File: src/rtl/core/yprgb_pkg.sv
package yprgb_pkg;

   localparam int PixW     = 8;
   localparam int GainW    = 9;
   localparam int FracBits = 16;
   localparam int CoefW    = 18;
   localparam int ProdW    = 28;
   localparam int TermW    = 9;

   localparam logic [GainW-1:0] GainReset = 9'd220;

   localparam logic signed [CoefW-1:0] CoefRCr = 18'sd89831;
   localparam logic signed [CoefW-1:0] CoefGCr = 18'sd45744;
   localparam logic signed [CoefW-1:0] CoefGCb = 18'sd22127;
   localparam logic signed [CoefW-1:0] CoefBCb = 18'sd113538;

   typedef struct packed {
      logic [PixW-1:0] luma_first;
      logic [PixW-1:0] chroma_blue;
      logic [PixW-1:0] luma_second;
      logic [PixW-1:0] chroma_red;
      logic            last_pair;
   } yuyv_word_type;

   typedef struct packed {
      logic [PixW-1:0] red_first;
      logic [PixW-1:0] green_first;
      logic [PixW-1:0] blue_first;
      logic [PixW-1:0] red_second;
      logic [PixW-1:0] green_second;
      logic [PixW-1:0] blue_second;
      logic            frame_end;
   } rgb_word_type;

   typedef struct packed {
      logic signed [TermW-1:0] red;
      logic signed [TermW-1:0] green;
      logic signed [TermW-1:0] blue;
   } chroma_terms_type;

endpackage

File: src/rtl/core/yprgb_chroma.sv
module yprgb_chroma
   import yprgb_pkg::*;
(
   input  logic [PixW-1:0] chroma_blue,
   input  logic [PixW-1:0] chroma_red,
   output chroma_terms_type terms
);

   logic signed [PixW-1:0]  dcb;
   logic signed [PixW-1:0]  dcr;
   logic signed [ProdW-1:0] r_prod;
   logic signed [ProdW-1:0] g_prod;
   logic signed [ProdW-1:0] b_prod;

   // Removing the offset of 128 from a byte is an inversion of its top bit.
   assign dcb = {~chroma_blue[PixW-1], chroma_blue[PixW-2:0]};
   assign dcr = {~chroma_red[PixW-1], chroma_red[PixW-2:0]};

   assign r_prod = ProdW'(CoefRCr) * ProdW'(dcr);
   assign g_prod = -(ProdW'(CoefGCr) * ProdW'(dcr)) - ProdW'(CoefGCb) * ProdW'(dcb);
   assign b_prod = ProdW'(CoefBCb) * ProdW'(dcb);

   // Dropping the fraction bits of a two's complement value rounds toward minus infinity.
   assign terms.red   = r_prod[FracBits+TermW-1:FracBits];
   assign terms.green = g_prod[FracBits+TermW-1:FracBits];
   assign terms.blue  = b_prod[FracBits+TermW-1:FracBits];

endmodule

File: src/rtl/core/yuyv_pair_to_rgb24.sv
// YUYV 4:2:2 to RGB888 converter, one packed group of two pixels per word.
// The request channel (req_valid, req_ready, req_data) carries one YUYV group:
// two luma bytes, a shared Cb and a shared Cr byte, and a last flag. The
// response channel (rsp_valid, rsp_ready, rsp_data) returns the two RGB pixels
// of that group, each channel clamped to 0..255 and scaled by the gain register/256,
// with the last flag copied to frame_end.
// The gain register is written when csr_wr_en is high and resets to 220.
// The datapath is a four-register pipeline: input register, chroma products,
// clamped channels, scaled output register. A word accepted into the input
// register passes through each later register in turn before it appears on rsp_data.
// Throughput is one word per clock as long as rsp_ready stays high.
// When the receiver stalls, words fill the empty pipeline registers and
// req_ready drops only once every stage holds a word.
// Reset empties the pipeline and restores the gain; no words are lost or
// repeated across a stall.
module yuyv_pair_to_rgb24
   import yprgb_pkg::*;
(
   input  logic          clock,
   input  logic          reset,
   input  logic          req_valid,
   output logic          req_ready,
   input  yuyv_word_type req_data,
   output logic          rsp_valid,
   input  logic          rsp_ready,
   output rgb_word_type  rsp_data,
   input  logic          csr_wr_en,
   input  logic [GainW-1:0] csr_wr_data
);

   localparam int Stages = 4;
   localparam int WholeW = TermW + 2;
   localparam int ScaleW = PixW + GainW;

   logic [GainW-1:0]  gain_ff;
   logic [Stages-1:0] vld_ff;
   logic [Stages-1:0] adv;

   yuyv_word_type     in_ff;
   chroma_terms_type  terms_in;
   chroma_terms_type  terms_ff;
   logic [PixW-1:0]   luma1_ff;
   logic [PixW-1:0]   luma2_ff;
   logic              last_b_ff;
   rgb_word_type      clamp_in;
   rgb_word_type      clamp_ff;
   rgb_word_type      rsp_in;
   rgb_word_type      rsp_ff;

   function automatic logic [PixW-1:0] clamp_pix(logic [PixW-1:0] y,
                                                 logic signed [TermW-1:0] t);
      logic signed [WholeW-1:0] whole;
      whole = $signed({{(WholeW-PixW){1'b0}}, y}) + WholeW'(t);
      if (whole < 0) begin
         return '0;
      end else if (whole > $signed(WholeW'(2**PixW - 1))) begin
         return '1;
      end else begin
         return whole[PixW-1:0];
      end
   endfunction

   function automatic logic [PixW-1:0] scale_pix(logic [PixW-1:0] c,
                                                 logic [GainW-1:0] g);
      logic [ScaleW-1:0] prod;
      prod = ScaleW'(c) * ScaleW'(g);
      if (prod[ScaleW-1]) begin
         return '1;
      end else begin
         return prod[ScaleW-2:ScaleW-1-PixW];
      end
   endfunction

   yprgb_chroma u_chroma (
      .chroma_blue (in_ff.chroma_blue),
      .chroma_red  (in_ff.chroma_red),
      .terms       (terms_in)
   );

   assign adv[Stages-1] = !vld_ff[Stages-1] || rsp_ready;
   for (genvar k = 0; k < Stages - 1; k++) begin : g_adv
      assign adv[k] = !vld_ff[k] || adv[k+1];
   end

   always_comb begin
      clamp_in.red_first    = clamp_pix(luma1_ff, terms_ff.red);
      clamp_in.green_first  = clamp_pix(luma1_ff, terms_ff.green);
      clamp_in.blue_first   = clamp_pix(luma1_ff, terms_ff.blue);
      clamp_in.red_second   = clamp_pix(luma2_ff, terms_ff.red);
      clamp_in.green_second = clamp_pix(luma2_ff, terms_ff.green);
      clamp_in.blue_second  = clamp_pix(luma2_ff, terms_ff.blue);
      clamp_in.frame_end    = last_b_ff;

      rsp_in.red_first      = scale_pix(clamp_ff.red_first, gain_ff);
      rsp_in.green_first    = scale_pix(clamp_ff.green_first, gain_ff);
      rsp_in.blue_first     = scale_pix(clamp_ff.blue_first, gain_ff);
      rsp_in.red_second     = scale_pix(clamp_ff.red_second, gain_ff);
      rsp_in.green_second   = scale_pix(clamp_ff.green_second, gain_ff);
      rsp_in.blue_second    = scale_pix(clamp_ff.blue_second, gain_ff);
      rsp_in.frame_end      = clamp_ff.frame_end;
   end

   always_ff @(posedge clock) begin
      if (reset) begin
         gain_ff <= GainReset;
         vld_ff  <= '0;
      end else begin
         if (csr_wr_en) begin
            gain_ff <= csr_wr_data;
         end
         if (adv[0]) begin
            vld_ff[0] <= req_valid;
         end
         for (int k = 1; k < Stages; k++) begin
            if (adv[k]) begin
               vld_ff[k] <= vld_ff[k-1];
            end
         end
      end
   end

   always_ff @(posedge clock) begin
      if (adv[0]) begin
         in_ff <= req_data;
      end
      if (adv[1]) begin
         terms_ff  <= terms_in;
         luma1_ff  <= in_ff.luma_first;
         luma2_ff  <= in_ff.luma_second;
         last_b_ff <= in_ff.last_pair;
      end
      if (adv[2]) begin
         clamp_ff <= clamp_in;
      end
      if (adv[3]) begin
         rsp_ff <= rsp_in;
      end
   end

   assign req_ready = adv[0];
   assign rsp_valid = vld_ff[Stages-1];
   assign rsp_data  = rsp_ff;

   a_reset_empties: assert property (@(posedge clock)
      reset |=> vld_ff == '0)
      else $error("Pipeline holds a word after reset.");

   a_ready_follows_sink: assert property (@(posedge clock) disable iff (reset)
      rsp_ready |-> req_ready)
      else $error("Input stalled while the output side is ready.");

   a_full_blocks: assert property (@(posedge clock) disable iff (reset)
      (vld_ff == '1 && !rsp_ready) |-> !req_ready)
      else $error("Input accepted while every stage is full and stalled.");

   a_stalled_stage_holds: assert property (@(posedge clock) disable iff (reset)
      (vld_ff[0] && !adv[0]) |=> vld_ff[0] && $stable(in_ff))
      else $error("Stalled input register lost its word.");

endmodule
File: config.mk
export PLATFORM = sky130hd
export DESIGN_NAME = yuyv_pair_to_rgb24
export DESIGN_NICKNAME = d
export VERILOG_FILES = /design/src/rtl/core/yprgb_pkg.sv /design/src/rtl/core/yprgb_chroma.sv /design/src/rtl/core/yuyv_pair_to_rgb24.sv
export SDC_FILE = /design/constraint.sdc
export NUM_CORES = 2
export LEC_CHECK = 0
export BUFFER_PORTS_ARGS = -buffer_cell sky130_fd_sc_hd__buf_2
export CAP_MARGIN = 10
export CORE_ASPECT_RATIO = 1.5
export CORE_UTILIZATION = 60
export CTS_BUF_LIST = sky130_fd_sc_hd__clkbuf_8 sky130_fd_sc_hd__clkbuf_16
export DETAILED_ROUTE_END_ITERATION = 8
export PLACE_DENSITY_LB_ADDON = 0.2
export SLEW_MARGIN = 25
export SYNTH_ARGS = -nofsm -noshare
export SYNTH_HDL_FRONTEND = slang
export SYNTH_SLANG_ARGS = --single-unit
File: constraint.sdc
create_clock -name clock -period 7.81 [get_ports clock]
set_input_delay 0 -clock clock [delete_from_list [all_inputs] [get_ports clock]]
set_output_delay 0 -clock clock [all_outputs]
set_load 0.02 [all_outputs]
## After elaboration in Yosys (flattened, before gate mapping)

Cells that the tools add are included.

- Input bits: 47
- Word-level logic and storage cells: 76
- Output and inout port bits: 51
- Register bits after elaboration: 188

- Add/subtract/negate cells: 8
- Muxes and demuxes: 6
- Bitwise logic cells: 2
- Magnitude comparators: 12
- Multipliers: 10
- Reductions and logical operators: 8

Operators with widths:

| operator | number |
|---|---|
| $mul A8 B9 Y17 | 6 |
| $add A9 B9 Y10 | 6 |
| $gt A10 B9 Y1 const B | 6 |
| $lt A10 B1 Y1 const B | 6 |
| $mux W8 | 6 |
| $mul A18 B8 Y25 const A | 1 |
| $neg A25 Y25 | 1 |
| $sub A25 B25 Y25 | 1 |
| $mul A16 B8 Y24 const A | 1 |
| $mul A17 B8 Y24 const A | 1 |
| $mul A13 B8 Y21 const A | 1 |
| $logic_not A1 Y1 | 4 |
| $logic_or A1 B1 Y1 | 4 |
| $not A1 Y1 | 2 |

## Longest topological paths before layout

- Depth after elaboration: 5
- Depth in mapped cells: 30
- Depth with buffers taken out: 30

## Cells and area by module

A second synthesis with hierarchy kept.

- Cell total of the unflattened synthesis: 2926
- Area, all modules: 29492.0 um^2

Modules (own cells, without submodules):

| module | area an instance (um^2) | cells each | seq. area each (um^2) | instances |
|---|---|---|---|---|
| yuyv_pair_to_rgb24 | 20972.6 | 2028 | 5515.3 | 1 |
| yprgb_chroma | 8519.4 | 898 | 0.0 | 1 |

## Worst setup path before layout

Ideal clock, no wire load.

- Kind: flip-flop to flip-flop
- Start: reg in_ff[17] (netlist name)
- End: reg terms_ff[17] (netlist name), data pin
- Setup time: 0.263 ns
- Setup slack: 1.498 ns
- Stages on the path, launching flop included: 30
- Required time: 7.547 ns
- Period minus slack after synthesis: 6.312 ns
- Path buffers: 0
- Arrival: 6.049 ns
- Path through: edfxtp_1 -> ha_1 -> inv_1 -> fa_1 -> inv_1 -> ha_1 -> inv_1 -> fa_1 -> inv_1 -> ha_1 -> inv_1 -> fa_1 -> nor2b_1 -> o21ai_0 -> a21boi_0 -> o21a_1 -> o21ai_0 -> o21ai_0 -> xnor2_1 -> ha_1 -> ha_1 -> and4_1 -> o2111ai_1 -> o2bb2ai_1 -> nor4_1 -> nor3_1 -> a31oi_1 -> o21ai_0 -> xnor2_1 -> xnor2_1

RTL lines:

| what | RTL line | RTL |
|---|---|---|
| start, declared | yuyv_pair_to_rgb24.sv:39 | `yuyv_word_type in_ff;` |
| start signal, assigned | yuyv_pair_to_rgb24.sv:124 | `in_ff <= req_data;` |
| end signal, assigned | yuyv_pair_to_rgb24.sv:127 | `terms_ff <= terms_in;` |
| end, declared | yuyv_pair_to_rgb24.sv:41 | `chroma_terms_type terms_ff;` |

==> results list <==
- The die covers roughly 50,000 um2.
* FMAX: ~140 MHz
- Clock-pin transition on the worst setup and hold timing paths: 0.08 ns
* Placed Area: 29,950 um2
- Count of buffering cells on the critical path with inverters included: 3
- At the worst endpoint, the required time is between 8 and 9 ns.
* Antenna-violating nets left: 0
* Hold Vio Cnt, Final: 0
* Least-Margin Pin Slew: between 1 and 1.5 ns
* Most instantiated cells after synthesis: sky130_fd_sc_hd__inv_1, sky130_fd_sc_hd__ha_1, sky130_fd_sc_hd__fa_1, sky130_fd_sc_hd__nand2_1, sky130_fd_sc_hd__and2_1
* Total via count after detailed routing: just over 20,000
- Number of global-route vias before repair: between 20,000 and 25,000
- Routability-driven placement finished with a final weighted congestion of about 0.94.
* Final design instance area without fill: 31,160 um2
- Remaining global-route overflow: 0
- Total global-route track usage: approximately 28%
- Measured on the finished design, the core utilization comes to between 60% and 70%.
- Mean routed wirelength per cell: ~17 um
- Delay contributed by the slowest stage of the critical path: roughly 0.62 ns
- Routed wire length: around 64 mm
- The most common cell in the synthesized netlist is sky130_fd_sc_hd__inv_1.
- Number of nets in the layout: about 4,000
* Slew margin rel.: 28.41%
- After detailed routing, the number of remaining DRC violations is 0.
- Horizontal die dimension: 181.0 um
* CTS sink cnt: between 150 and 200
* Number of placed I/O pins: around 100
* Die span in y: 270.6 um
* Share of layout cells above drive strength 1: 5.461%
- The run finished with clean final reports.
* Arrival time reported for the critical path endpoint: 7.54 ns
- The later pin in the worst-skew pair is clocked with a latency of roughly 0.48 ns.
* Endpoint of the lowest-slack register-to-register path: terms_ff[17]
- Sequential standard cell area: between 5000 and 6000 um2
- Broken down by cell family, the worst path's largest delay share belongs to adder cells.
- Total iterations of the first detailed-routing run: 5
- The slowest stage of the critical path is the sky130_fd_sc_hd__edfxtp_1 cell.
- The clock arrives with 0.007191 ns of skew.
- Post-CTS setup repair buffer count: 0
- First-pass GRT wire length: roughly 110 mm
- By area the synthesized netlist is led by sky130_fd_sc_hd__fa_1, sky130_fd_sc_hd__ha_1, sky130_fd_sc_hd__edfxtp_1, sky130_fd_sc_hd__inv_1, sky130_fd_sc_hd__and2_1.
- Among the stages of the critical path, the cell type that occurs most often is sky130_fd_sc_hd__ha_1.
- The core region is around 48,000 um2.
* Fillers: 3,872
- Beginning of the worst register-to-register path: in_ff[18]
* Instance count along the most critical hold path: 2
* Maximum root-to-sink buffer count: 2
- Average footprint of a synthesized cell: between 9 and 10 um2
- Class of the tightest hold or removal check: in2reg
- Yosys mapped a number of flops with a built-in enable equal to between 150 and 200.
* Commonest register cell after synthesis: sky130_fd_sc_hd__edfxtp_1
- The max-slew violation total from the final report was 0.
* Portion of synthesized cell area occupied by the leading cell type: between 20% and 30%
- Sort of element at the start of the critical path: flop
- The worst register-to-register path has a depth of 26.
* Post-Syn Instances: between 2,000 and 3,000
* Site row count: roughly 100
* Initial core utilization: between 60% and 70%
- Compared with the post-synthesis result, the final layout area differs by 8.019%.
* TNS Setup: 0 ns
- The final critical path takes up 93.59% of the cycle.
* Maximum net fanout on the critical path: 8
* Post-synthesis cell area: about 29,000 um2
* Buffers added on ports: 97
* CTS H-tree depth: 4
- CTS Root Buffer Type: sky130_fd_sc_hd__clkbuf_16
* Dominant cell type by area after synthesis: sky130_fd_sc_hd__fa_1
- Count of state elements after synthesis: between 150 and 200
- Post-synthesis net count: between 3,000 and 4,000
- Clock tree synthesis inserted a total of 17 buffers.
* TritonCTS clock tree: built
* Final Setup Violations: 0
- Termination of the worst setup path: terms_ff[17]
- Fraction of the yosys area taken by sequential cells: roughly a fifth
* Pin count of the biggest net entering global routing: 50
- Once detailed placement completed, the half-perimeter wirelength came to ~52 mm.
- Logic depth of the worst path, buffers included: 26
- The critical path is of the reg2reg type.
* Number of violations of the max-capacitance limit: 0
- For this run, the number of Yosys warnings is 0.
- Multi-input gate area in the final layout: around 21,000 um2
* RSZ-0062 raised after global routing: no
* Antenna cell count: 0
- For this run, asynchronously set or reset flops after synthesis account for 0%.
- The most critical setup path has its startpoint at in_ff[18].
- Number of DRC markers in iteration 0: between 700 and 800
- Across all register-to-register paths, the minimum setup slack is approximately 0.50 ns.
- Endpoint kind of the worst setup timing path: flop
- The worst path needs ~7.3 ns of the cycle, external delays included.
- The number of antenna violations at the first check in global routing is 0.
- Number of vias per cell after detailed routing: around 5.6
* Number of distinct library cells after synthesis: between 70 and 80
-- cells by family (layout without fill, tap and decap cells) --
group / after synthesis / after routing / share of synthesized area [%]
fa+ha+maj: 861 / 861 / 46.99
compound gates: 377 / 377 / 8.752
flops: 188 / 188 / 19.12
buf+inv: 613 / 750 / 7.980
simple gates: 736 / 736 / 12.69
xor+xnor: 139 / 139 / 4.220
mux: 7 / 7 / 0.2472
-- repair_timing --
action	in CTS	in global routing
gates resized for setup	0	0
hold endpoints to repair	46	0
hold buffers	60	0
-- layout by cell type (no fill, tap or decap), types with 53 or more instances in the layout --
cell,Yosys,layout
sky130_fd_sc_hd__inv_1,548,546
sky130_fd_sc_hd__ha_1,490,490
sky130_fd_sc_hd__fa_1,371,371
sky130_fd_sc_hd__nand2_1,285,283
sky130_fd_sc_hd__and2_1,213,213
sky130_fd_sc_hd__edfxtp_1,175,175
sky130_fd_sc_hd__a21oi_1,107,107
sky130_fd_sc_hd__buf_2,1,97
sky130_fd_sc_hd__xnor2_1,82,82
sky130_fd_sc_hd__nor2_1,79,79
sky130_fd_sc_hd__dlygate4sd3_1,0,60
sky130_fd_sc_hd__xor2_1,57,57
sky130_fd_sc_hd__a21o_1,53,53
-- how the worst min path moves through the flow --
stage | start | end
after floorplan | reset | gain_ff[2]
after global placement | req_data[5] | in_ff[5]
after detailed placement | req_data[20] | in_ff[20]
after CTS | req_data[8] | in_ff[8]
after global routing | req_data[19] | in_ff[19]
final | req_data[19] | in_ff[19]
-- metal layers --
| metal | vias to the layer above | wire length, um | share of wire, % | track usage, % |
|---|---|---|---|---|
| met4 | 0 | 2643 | 4.1 | 12.76 |
| met2 | 370 | 35180 | 55 | 53.91 |
| met1 | 10280 | 24380 | 38 | 29.47 |
| met3 | 133 | 1559 | 2.4 | 2.531 |
| met5 | - | 0 | 0 | 0 |
| li1 | 9710 | - | - | - |
-- registers in the layout (all words and copies together) (netlist names) --
signal	count
terms_ff	27
in_ff	33
gain_ff	9
luma1_ff	8
rsp_data	49
vld_ff	4
clamp_ff	49
last_b_ff	1
luma2_ff	8
-- area by class of cell --
type,count,share of cell area [%]
clock inverter,15,0.5821
tap,600,2.409
inverter,548,6.608
timing repair buffer,170,3.798
clock buffer,17,1.365
multi-input combinational,2120,67.54
sequential,188,17.70
-- stage by stage --
step | setup WS, ns | instances | hold WS (ns)
2_1_floorplan | 1.498 | 2921 | 0.09857
3_3_place_gp | 0.8326 | 3566 | 0.1760
3_5_place_dp | 0.5538 | 3566 | 0.1781
4_1_cts | 0.5253 | 3658 | 0.1970
5_1_grt | 0.04420 | 3658 | 0.2105
6_report | 0.5007 | 3658 | 0.2258
-- worst register-to-register path, cell delays in order (launching register included) --
cell	delay [ns]
sky130_fd_sc_hd__edfxtp_1	0.62
sky130_fd_sc_hd__inv_1	0.25
sky130_fd_sc_hd__ha_1	0.43
sky130_fd_sc_hd__ha_1	0.36
sky130_fd_sc_hd__inv_1	0.10
sky130_fd_sc_hd__fa_1	0.50
sky130_fd_sc_hd__fa_1	0.49
sky130_fd_sc_hd__inv_1	0.04
sky130_fd_sc_hd__ha_1	0.30
sky130_fd_sc_hd__nor2b_1	0.14
sky130_fd_sc_hd__o21ai_0	0.24
sky130_fd_sc_hd__a21boi_0	0.14
sky130_fd_sc_hd__o21a_1	0.21
sky130_fd_sc_hd__o21ai_0	0.39
sky130_fd_sc_hd__o21ai_0	0.21
sky130_fd_sc_hd__xnor2_1	0.23
sky130_fd_sc_hd__ha_1	0.29
sky130_fd_sc_hd__ha_1	0.35
sky130_fd_sc_hd__and4_1	0.24
sky130_fd_sc_hd__o2111ai_1	0.13
sky130_fd_sc_hd__o2bb2ai_1	0.20
sky130_fd_sc_hd__nor4_1	0.08
sky130_fd_sc_hd__nor3_1	0.43
sky130_fd_sc_hd__a31oi_1	0.21
sky130_fd_sc_hd__o21ai_0	0.24
sky130_fd_sc_hd__xnor2_1	0.11
sky130_fd_sc_hd__xnor2_1	0.12
Power is not shown: default switching activity piles up to over one toggle a cycle in this logic, so the estimate is an artifact.
